==> src/hw/rtl/cfp_pkg.sv <==
// shared types, constants and crc function for the crc8 framed packet receiver
package cfp_pkg;

    localparam int PAYLOAD_BYTES = 16;
    localparam int STORE_BYTES   = 16;
    localparam int IDX_W         = $clog2(PAYLOAD_BYTES + 1);
    localparam logic [7:0] LEN_MAX  = 8'(PAYLOAD_BYTES + 1);
    localparam logic [7:0] CRC_POLY = 8'h8C;

    localparam logic [7:0] HEADER_FIRST_RST   = 8'h55;
    localparam logic [7:0] HEADER_SECOND_RST  = 8'hAA;
    localparam logic [7:0] TRAILER_FIRST_RST  = 8'h0D;
    localparam logic [7:0] TRAILER_SECOND_RST = 8'h0A;

    localparam logic [7:0] CFG_HEADER_FIRST   = 8'd0;
    localparam logic [7:0] CFG_HEADER_SECOND  = 8'd1;
    localparam logic [7:0] CFG_TRAILER_FIRST  = 8'd2;
    localparam logic [7:0] CFG_TRAILER_SECOND = 8'd3;

    localparam logic [1:0] STATUS_OK          = 2'd0;
    localparam logic [1:0] STATUS_CHECK_ERR   = 2'd1;
    localparam logic [1:0] STATUS_TRAILER_ERR = 2'd2;
    localparam logic [1:0] STATUS_BAD_LENGTH  = 2'd3;

    typedef enum logic [2:0] {
        ST_HUNT,
        ST_LENGTH,
        ST_PAYLOAD,
        ST_CHECK,
        ST_TRAIL1,
        ST_TRAIL2
    } state_t;

    typedef struct packed {
        logic [7:0] header_first;
        logic [7:0] header_second;
        logic [7:0] trailer_first;
        logic [7:0] trailer_second;
    } cfg_t;

    typedef struct packed {
        logic               valid;
        logic signed [31:0] word_a;
        logic signed [31:0] word_b;
        logic signed [31:0] word_c;
        logic signed [31:0] word_d;
        logic [1:0]         frame_status;
    } res_t;

    function automatic logic [7:0] crc8_update(input logic [7:0] crc, input logic [7:0] b);
        logic [7:0] c;
        c = crc ^ b;
        for (int i = 0; i < 8; i++)
        begin
            c = c[0] ? ((c >> 1) ^ CRC_POLY) : (c >> 1);
        end
        return c;
    endfunction

endpackage

==> src/hw/rtl/crc8_framed_packet_receiver.sv <==
// top level of the crc8 framed packet receiver
// Takes one received byte per transaction on the s_ side and, after the header pair, a length
// byte L, L-1 payload bytes, a check byte and two trailer bytes, gives one transaction on the m_
// side with four little-endian signed words from payload bytes 0-15 and a frame status
// (0 ok, 1 crc mismatch, 2 trailer mismatch, 3 bad length). The check byte is the reflected
// crc-8 (poly 0x8C, init 0) over header, length, payload and one zero byte. One byte can be taken
// every cycle; the byte passes an input register and then the result passes a result register
// before it is valid on the m_ side. While a result waits with m_tready low, the byte in the
// input register is held and s_tready drops. The rate is set by the per-byte crc update, which
// is combinational. Configuration writes are taken at once (cfg_ready high).
module crc8_framed_packet_receiver
    import cfp_pkg::*;
(
    input  logic         clk,
    input  logic         rst_n,
    input  logic         s_tvalid,
    output logic         s_tready,
    input  logic [7:0]   s_tdata,   // rx_byte[7:0]
    output logic         m_tvalid,
    input  logic         m_tready,
    output logic [135:0] m_tdata,   // word_a, word_b, word_c, word_d, frame_status, zero fill
    input  logic         cfg_valid,
    output logic         cfg_ready,
    input  logic [7:0]   cfg_index,
    input  logic [7:0]   cfg_data
);

    logic       in_valid_reg, in_valid_next;
    logic [7:0] in_byte_reg, in_byte_next;
    logic       out_valid_reg, out_valid_next;
    res_t       out_reg, out_next;
    cfg_t       cfg_reg, cfg_next;
    res_t       res;
    logic       advance;

    assign advance   = !out_valid_reg || m_tready;
    assign s_tready  = !in_valid_reg || advance;
    assign cfg_ready = 1'b1;
    assign m_tvalid  = out_valid_reg;
    assign m_tdata   = {6'd0, out_reg.frame_status, out_reg.word_d, out_reg.word_c,
                        out_reg.word_b, out_reg.word_a};

    cfp_frame_fsm u_fsm (
        .clk        (clk),
        .rst_n      (rst_n),
        .byte_valid (in_valid_reg && advance),
        .byte_in    (in_byte_reg),
        .cfg        (cfg_reg),
        .res        (res)
    );

    always_comb
    begin
        in_valid_next  = in_valid_reg;
        in_byte_next   = in_byte_reg;
        out_valid_next = out_valid_reg;
        out_next       = out_reg;
        cfg_next       = cfg_reg;
        if (s_tready)
        begin
            in_valid_next = s_tvalid;
            in_byte_next  = s_tdata;
        end
        if (advance)
        begin
            out_valid_next = res.valid;
            if (res.valid)
            begin
                out_next = res;
            end
        end
        if (cfg_valid)
        begin
            case (cfg_index)
                CFG_HEADER_FIRST:   cfg_next.header_first   = cfg_data;
                CFG_HEADER_SECOND:  cfg_next.header_second  = cfg_data;
                CFG_TRAILER_FIRST:  cfg_next.trailer_first  = cfg_data;
                CFG_TRAILER_SECOND: cfg_next.trailer_second = cfg_data;
                default:            cfg_next = cfg_reg;
            endcase
        end
    end

    always_ff @(posedge clk or negedge rst_n)
    begin
        if (!rst_n)
        begin
            in_valid_reg           <= 1'b0;
            out_valid_reg          <= 1'b0;
            cfg_reg.header_first   <= HEADER_FIRST_RST;
            cfg_reg.header_second  <= HEADER_SECOND_RST;
            cfg_reg.trailer_first  <= TRAILER_FIRST_RST;
            cfg_reg.trailer_second <= TRAILER_SECOND_RST;
        end
        else
        begin
            in_valid_reg  <= in_valid_next;
            out_valid_reg <= out_valid_next;
            cfg_reg       <= cfg_next;
        end
    end

    always_ff @(posedge clk)
    begin
        in_byte_reg <= in_byte_next;
        out_reg     <= out_next;
    end

`ifndef SYNTHESIS
    a_in_hold: assert property (@(posedge clk) disable iff (!rst_n)
        (in_valid_reg && !advance) |=> (in_valid_reg && $stable(in_byte_reg)))
        else $error("input stage lost a byte under stall");

    a_stall_cause: assert property (@(posedge clk) disable iff (!rst_n)
        !s_tready |-> (m_tvalid && !m_tready))
        else $error("input stalled without output backpressure");

    a_result_shown: assert property (@(posedge clk) disable iff (!rst_n)
        res.valid |=> m_tvalid)
        else $error("frame result not presented");
`endif

endmodule

==> src/hw/rtl/cfp_frame_fsm.sv <==
// frame parser: sync search, length, payload store, crc and trailer checks
module cfp_frame_fsm
    import cfp_pkg::*;
(
    input  logic       clk,
    input  logic       rst_n,
    input  logic       byte_valid,
    input  logic [7:0] byte_in,
    input  cfg_t       cfg,
    output res_t       res
);

    state_t           state_reg, state_next;
    logic [7:0]       prev_reg, prev_next;
    logic [IDX_W-1:0] idx_reg, idx_next;
    logic [7:0]       len_reg, len_next;
    logic [7:0]       crc_reg, crc_next;
    logic [7:0]       check_reg, check_next;
    logic             terr_reg, terr_next;
    logic [7:0]       store_reg [STORE_BYTES];
    logic [7:0]       store_next [STORE_BYTES];

    logic start;
    logic byte_len_bad;
    logic len_bad;
    logic payload_done;
    logic trailer_bad;

    assign start        = (prev_reg == cfg.header_first) && (byte_in == cfg.header_second);
    assign byte_len_bad = (byte_in == 8'd0) || (byte_in > LEN_MAX);
    assign len_bad      = (len_reg == 8'd0) || (len_reg > LEN_MAX);
    assign payload_done = (9'(idx_reg) + 9'd2) >= {1'b0, len_reg};
    assign trailer_bad  = terr_reg || (byte_in != cfg.trailer_second);

    // next state
    always_comb
    begin
        state_next = state_reg;
        if (byte_valid)
        begin
            case (state_reg)
                ST_HUNT:
                begin
                    if (start)
                    begin
                        state_next = ST_LENGTH;
                    end
                end
                ST_LENGTH:
                begin
                    if (byte_len_bad || byte_in == 8'd1)
                    begin
                        state_next = ST_CHECK;
                    end
                    else
                    begin
                        state_next = ST_PAYLOAD;
                    end
                end
                ST_PAYLOAD:
                begin
                    if (payload_done)
                    begin
                        state_next = ST_CHECK;
                    end
                end
                ST_CHECK:  state_next = ST_TRAIL1;
                ST_TRAIL1: state_next = ST_TRAIL2;
                ST_TRAIL2: state_next = ST_HUNT;
                default:   state_next = ST_HUNT;
            endcase
        end
    end

    // datapath registers
    always_comb
    begin
        prev_next  = prev_reg;
        idx_next   = idx_reg;
        len_next   = len_reg;
        crc_next   = crc_reg;
        check_next = check_reg;
        terr_next  = terr_reg;
        store_next = store_reg;
        if (byte_valid)
        begin
            case (state_reg)
                ST_HUNT:
                begin
                    if (start)
                    begin
                        idx_next   = '0;
                        len_next   = 8'd0;
                        check_next = 8'd0;
                        terr_next  = 1'b0;
                        crc_next   = crc8_update(crc8_update(8'd0, cfg.header_first),
                                                 cfg.header_second);
                        for (int i = 0; i < STORE_BYTES; i++)
                        begin
                            store_next[i] = 8'd0;
                        end
                    end
                    else
                    begin
                        prev_next = byte_in;
                    end
                end
                ST_LENGTH:
                begin
                    len_next = byte_in;
                    crc_next = crc8_update(crc_reg, byte_in);
                    idx_next = '0;
                end
                ST_PAYLOAD:
                begin
                    if (idx_reg < IDX_W'(STORE_BYTES))
                    begin
                        store_next[idx_reg[3:0]] = byte_in;
                    end
                    crc_next = crc8_update(crc_reg, byte_in);
                    idx_next = idx_reg + 1'b1;
                end
                ST_CHECK:
                begin
                    check_next = byte_in;
                end
                ST_TRAIL1:
                begin
                    terr_next = (byte_in != cfg.trailer_first);
                end
                default:
                begin
                    prev_next  = 8'd0;
                    idx_next   = '0;
                    len_next   = 8'd0;
                    crc_next   = 8'd0;
                    check_next = 8'd0;
                    terr_next  = 1'b0;
                end
            endcase
        end
    end

    // result
    always_comb
    begin
        res.valid  = byte_valid && (state_reg == ST_TRAIL2);
        res.word_a = {store_reg[3], store_reg[2], store_reg[1], store_reg[0]};
        res.word_b = {store_reg[7], store_reg[6], store_reg[5], store_reg[4]};
        res.word_c = {store_reg[11], store_reg[10], store_reg[9], store_reg[8]};
        res.word_d = {store_reg[15], store_reg[14], store_reg[13], store_reg[12]};
        if (len_bad)
        begin
            res.frame_status = STATUS_BAD_LENGTH;
        end
        else if (trailer_bad)
        begin
            res.frame_status = STATUS_TRAILER_ERR;
        end
        else if (crc8_update(crc_reg, 8'd0) != check_reg)
        begin
            res.frame_status = STATUS_CHECK_ERR;
        end
        else
        begin
            res.frame_status = STATUS_OK;
        end
    end

    always_ff @(posedge clk or negedge rst_n)
    begin
        if (!rst_n)
        begin
            state_reg <= ST_HUNT;
            prev_reg  <= 8'd0;
            idx_reg   <= '0;
            len_reg   <= 8'd0;
            crc_reg   <= 8'd0;
            check_reg <= 8'd0;
            terr_reg  <= 1'b0;
        end
        else
        begin
            state_reg <= state_next;
            prev_reg  <= prev_next;
            idx_reg   <= idx_next;
            len_reg   <= len_next;
            crc_reg   <= crc_next;
            check_reg <= check_next;
            terr_reg  <= terr_next;
        end
    end

    always_ff @(posedge clk)
    begin
        store_reg <= store_next;
    end

`ifndef SYNTHESIS
    a_close_to_hunt: assert property (@(posedge clk) disable iff (!rst_n)
        res.valid |=> state_reg == ST_HUNT)
        else $error("frame close did not return to sync search");

    a_idx_in_range: assert property (@(posedge clk) disable iff (!rst_n)
        state_reg == ST_PAYLOAD |-> idx_reg < IDX_W'(PAYLOAD_BYTES))
        else $error("payload index out of range");

    a_zero_len_skip: assert property (@(posedge clk) disable iff (!rst_n)
        (state_reg == ST_LENGTH && byte_valid && byte_in == 8'd0) |=> state_reg == ST_CHECK)
        else $error("zero length did not skip payload");
`endif

endmodule
==> config.mk <==
export PLATFORM = sky130hd
export DESIGN_NAME = crc8_framed_packet_receiver
export DESIGN_NICKNAME = d
export VERILOG_FILES = /design/src/hw/rtl/cfp_pkg.sv /design/src/hw/rtl/crc8_framed_packet_receiver.sv /design/src/hw/rtl/cfp_frame_fsm.sv
export SDC_FILE = /design/constraint.sdc
export NUM_CORES = 1
export LEC_CHECK = 0
export BUFFER_PORTS_ARGS = -buffer_cell sky130_fd_sc_hd__buf_2
export CAP_MARGIN = 25
export CORE_ASPECT_RATIO = 1.2
export CORE_MARGIN = 4
export CORE_UTILIZATION = 63
export CTS_CLUSTER_SIZE = 24
export DETAILED_ROUTE_END_ITERATION = 8
export PLACE_DENSITY = 0.85
export SYNTH_ARGS = -nofsm -noshare
export SYNTH_HDL_FRONTEND = slang
export SYNTH_SLANG_ARGS = --single-unit
export TNS_END_PERCENT = 20
==> constraint.sdc <==
create_clock -name clk -period 12.7 [get_ports clk]
set_input_delay 0 -clock clk [delete_from_list [all_inputs] [get_ports clk]]
set_output_delay 0 -clock clk [all_outputs]
set_load 0.005 [all_outputs]
Yosys cells after proc, flatten, opt, wreduce, memory -nomap -nowiden

Index checks and enable logic that the tools add are counted.

Register bits: 341
Bits of input ports: 29
Output and inout port bits: 139
Word-level logic and storage cells: 193

$add $sub $neg: 2
$lt $le $gt $ge: 6
Eq/ne operators: 18
Mux-type cells: 55
Bitwise gates (word level): 40
Reduce and logical (&&, ||, !) cells: 36

Operators with widths:

| kind                                                           | number |
|---|---|
| 2-to-1 mux 8 bit                                               | 36 |
| 2-to-1 mux 128 bit                                             | 2 |
| one-hot mux 128 bit (2 select lines)                           | 1 |
| bitwise mux 128 bit                                            | 1 |
| NOT 2 -> 3 bit                                                 | 32 |
| one-hot mux 8 bit (3 select lines)                             | 3 |
| demux 8 bit (select 4 bit)                                     | 1 |
| logical NOT 8 bit                                              | 3 |
| != test 8 bit                                                  | 3 |
| AND reduction 3 bit                                            | 6 |
| equality test 8 x 1 -> 1 bit (second input constant)           | 2 |
| equality test 8 x 2 -> 1 bit (second input constant)           | 2 |
| equality test 8 bit                                            | 2 |
| greater-than comparator 8 x 5 -> 1 bit (second input constant) | 2 |
| one-hot mux 8 bit (2 select lines)                             | 1 |
| XOR 8 bit                                                      | 2 |
| one-hot mux 3 bit (5 select lines)                             | 1 |
| one-hot mux 5 bit (3 select lines)                             | 1 |
| AND reduction 2 bit                                            | 5 |
| >= comparator 9 x 8 -> 1 bit                                   | 1 |
| OR reduction 3 bit                                             | 3 |
| adder 5 x 2 -> 6 bit (second input constant)                   | 1 |
| equality test 3 x 2 -> 1 bit (second input constant)           | 2 |
| equality test 3 bit (second input constant)                    | 2 |
| other kinds (21)                                               | 42 |

Longest topological paths before layout

Word-level depth: 35
Gate-level depth with buffers: 10
Gate-level depth less buffers: 9

Hierarchy

From an unflattened synthesis, not the netlist that was laid out.

Cell total of the unflattened synthesis: 1191
Area total of the unflattened synthesis: 14801.7 sq um

Modules (own cells, without submodules):

| module                      | times used | cells an instance | area each (sq um) | sequential area each (sq um) |
|---|---|---|---|---|
| cfp_frame_fsm               | 1          | 965               | 9231.4            | 4869.7 |
| crc8_framed_packet_receiver | 1          | 226               | 5570.3            | 5011.1 |

Worst setup path after synthesis

No wires, ideal clock.

Kind: register -> register
Start point: register cfg_reg[24] in the netlist's numbering
End point: register u_fsm.store_reg, in the netlist u_fsm.res[100] (enable)
Library setup time: 0.657 ns
Arrival time: 7.490 ns
Slack: 4.553 ns
Cell stages (with the launch flop): 7
Buffers on the path: 1
Period minus slack after synthesis: 8.147 ns
Cell sequence: dfstp_2 > buf_2 > xnor2_1 > nand4_1 > nor4_2 > nand2_1 > a21oi_1

Word-level cells in the longest chain between the ends: 4

Ends and longest elaborated chain:

| element                                 | RTL line                          | RTL |
|---|---|---|
| from (decl)                             | crc8_framed_packet_receiver.sv:32 | `cfg_t cfg_reg, cfg_next;` |
| from (signal assigned)                  | crc8_framed_packet_receiver.sv:99 | `cfg_reg <= cfg_next;` |
| equality test 8 bit                     | cfp_frame_fsm.sv:29               | `assign start = (prev_reg == cfg.header_first) && (byte_in == cfg.header_second);` |
| logical AND 1 bit                       | cfp_frame_fsm.sv:29               |  |
| != test 2 x 1 -> 1 bit (no source line) | -                                 |  |
| AND reduction 4 bit (no source line)    | -                                 |  |
| to (signal assigned)                    | cfp_frame_fsm.sv:196              | `store_reg <= store_next;` |
| to (decl)                               | cfp_frame_fsm.sv:20               | `logic [7:0] store_reg [STORE_BYTES];` |

No other way between the ends.
A chain may end at the register's enable or synchronous reset.

Final worst setup path

Start point: register in_byte_reg[3]
End point: register u_fsm.store_reg, in the netlist u_fsm.res[86] (enable)

Word-level cells in the longest chain between the ends: 4

Ends and longest elaborated chain:

| element                                 | RTL line                           | RTL |
|---|---|---|
| from (decl)                             | crc8_framed_packet_receiver.sv:29  | `logic [7:0] in_byte_reg, in_byte_next;` |
| from (signal assigned)                  | crc8_framed_packet_receiver.sv:105 | `in_byte_reg <= in_byte_next;` |
| equality test 8 bit                     | cfp_frame_fsm.sv:29                |  |
| logical AND 1 bit                       | cfp_frame_fsm.sv:29                |  |
| != test 2 x 1 -> 1 bit (no source line) | -                                  |  |
| AND reduction 4 bit (no source line)    | -                                  |  |

No other way between the ends.

==> out/metrics.cfg <==
[power]
combPwrFrac_pct = 22.4
peakVddDrop_mv = 0.119
powerDensity_mw_per_mm2 = 184
p_sw_mw = 0.937
p_leak_nw = 6.65
power.share.clock_pct = 30.1
p_total_mw = 3.14
swShare_pct = 29.9
pwr-share-seq_pct = 47.6
power.internal_mw = 2.20

[critical_path]
cp.required_ns = 12.88
start_kind = register
worst_r2r_endpoint = u_fsm.res[86]
arrival_ns = 3.67
r2r_cells = 9
r2r_slack_ns = 9.21
r2r-start = in_byte_reg[3]
critical_path_class = register to register
crit_fanout = 51
crit_buf_inv = 4
critPathMaxStageDelay_ns = 0.57
crit_path_end = u_fsm.res[86]
cp-end-kind = register
cp_num_cells = 9
cp_cell_sequence = buf_4 -> xnor2_1 -> nand4_1 -> nor4_2 -> nand2_1 -> a21oi_4 -> buf_12 -> buf_4 -> buf_12
critical_path.startpoint = in_byte_reg[3]
critPathTopFamily = buffers and inverters
cp_slowest_cell = buf_4

[timing]
setup-tns-final_ns = 0
hold_viol = 0
fin_crit_sh_pct = 27.5
skew_ns = 0.0111
final_max_slew_viol_count = 0
fmax_mhz = 286
worst_pin_slew_ns = 1.00
finalCriticalPeriod_ns = 3.49
relSlewSlack_pct = 33.2
rsz0062_at_grt = false
setup_viol = 0

[logic_synthesis]
avgSynthCellArea_um2 = 12.8
yosys-top-cells-area = edfxtp_1 (54%), dfrtp_1 (11%), nand2_1 (4.5%)
synth_cells = 1149
async_reset_ff_share_pct = 22.0
synthFlopType = edfxtp_1
ys_seq_elements = 341
synth_common_cells = edfxtp_1 (266), nand2_1 (174), a21oi_1 (96)
synth.most_common_cell = edfxtp_1
ys_seq_area_share_pct = 67.4
ys_warn_count = 0
yosysTopAreaCell = edfxtp_1
ys_types = 55
synth_edf_count = 266
synthesis.area_mm2 = 0.0147
synth_top_cell_area_share_pct = 54.5

[drt]
wl_per_cell_um = 19.4
drtAntennaViolNets = 0
drt-initial-drc-count = 953
dr_total_vias = 9543
drt_pass1_iterations = 5
drcViolationCount = 0
wl_mm = 31.9
viasPerCell = 5.80

[job]
maxCapViolCount = 0

[clock_tree]
cts_buffers = 34
cts_resized = 0
postCtsSetupBuffers = 0
cts_max_path_buffers = 3
clock-root-buffer = clkbuf_16
cts.clk_slew.worst_paths_ns = 0.06
worstSkewPairLatency_ns = 0.50
cts_num_sinks = 341
h-tree-depth = 2
tritoncts = yes

[placement]
numPortBuffers = 160
place_congestion = 0.865
place_hpwl_mm = 20.4

[run_status]
status = finished, final reports clean

[cells_and_area]
area_delta_synth_final_pct = 16.1
drive_gt1_share_pct = 20.8
n_antenna_cell = 0
final_util_pct = 75.1
fin_nets = 1353
largest_reg_flops = 130

[worst_hold_path]
min_path_type = primary input to register

[grt]
grt_pass1_vias = 9483
grt_max_degree = 84
grt_overflow = 0
antenna_found_initial = 0
grt_pass1_wl_mm = 50.2
grt_usage_pct = 24.3

[die]
die_width_um = 147
rows = 60
io_pins = 168
fp.coreArea_mm2 = 0.0227
dieArea_mm2 = 0.0258
die_height_um = 175
start_util_pct = 64.7

-- what timing repair did --
action | in CTS | in global routing
endpoints found under the hold margin | 104 | 1
hold buffers | 23 | 1
endpoints found under the setup margin | 0 | 0
-- per-stage QoR --
stage	cell area (um^2)	cells	hold slack (ns)	worst slack (ns)
final	17000	1646	0.0672	9.21
after global routing	17000	1646	0.0675	9.06
after CTS	17000	1643	0.0537	8.69
after detailed placement	15700	1561	0.179	8.70
after global placement	15700	1560	0.177	8.69
after floorplan	14700	1154	-0.296	4.55
-- worst min-delay path: cells and delay by family --
family	cells	cell delay, ns
and+or+nand+nor	2	0.24
muxes	1	0.21
buffers and inverters	1	0.08
-- power by group through the flow --
stage                     clock network, mW  logic (mW)  registers (mW)
after floorplan                           0       0.526            1.49
after global placement                    0       0.659            1.50
after detailed placement                  0       0.685            1.51
after CTS                             0.954       0.697            1.49
after global routing                   1.01       0.781            1.51
final                                 0.943       0.702            1.49
-- worst min-delay path by stage --
| stage | cells after the start | slack (ns) | to | from |
|---|---|---|---|---|
| finish | 4 | 0.07 | cfg_reg[24] | cfg_index[3] |
| CTS | 4 | 0.05 | cfg_reg[28] | cfg_index[5] |
| global placement | 1 | 0.18 | in_byte_reg[1] | s_tdata[1] |
| floorplan | 0 | -0.30 | cfg_reg[0] | rst_n |
| detailed placement | 1 | 0.18 | in_byte_reg[1] | s_tdata[1] |
| global route | 4 | 0.07 | cfg_reg[28] | cfg_index[5] |
-- cell families (layout without fill, tap and decap cells) --
logic type | count (synthesis) | count (layout) | share of synthesized area, %
xor+xnor | 102 | 102 | 6.53
flops | 341 | 341 | 67.4
mux | 72 | 72 | 5.19
buf+inv | 96 | 278 | 2.73
simple gates | 357 | 357 | 10.8
other cells | 2 | 7 | 0.0512
compound gates | 168 | 168 | 6.36
fa+ha+maj | 11 | 11 | 0.938
-- area by class of cell --
| class | instances | area, um^2 |
|---|---|---|
| Timing Repair Buffer | 203 | 1230 |
| Tap cell | 310 | 388 |
| Clock buffer | 47 | 921 |
| Multi-Input combinational cell | 717 | 4430 |
| Inverter | 16 | 60.1 |
| Clock inverter | 12 | 114 |
| Sequential cell | 341 | 9880 |
| Fill cell | 1401 | 5650 |
-- layer usage --
metal / track usage (%) / routed length [um] / vias to the layer above
met2: 42.8 / 16600 / 423
li1: - / - / 4390
met4: 8.82 / 927 / 0
met3: 3.58 / 2310 / 78
met5: 0 / 0 / -
met1: 30.9 / 12000 / 4652
-- cell usage in the layout, fill, tap and decap left out, types with 16 or more instances in the layout --
cell / n
edfxtp_1: 266
nand2_1: 174
buf_2: 160
a21oi_1: 95
nand3_1: 74
xnor2_1: 72
dfrtp_1: 62
nor2_1: 55
mux2i_1: 40
clkbuf_16: 35
mux2_2: 24
dlygate4sd3_1: 24
xor2_1: 23
o21ai_1: 23
o21ai_0: 20
inv_1: 16
buf_4: 16
(Power assumes the default switching activity.)
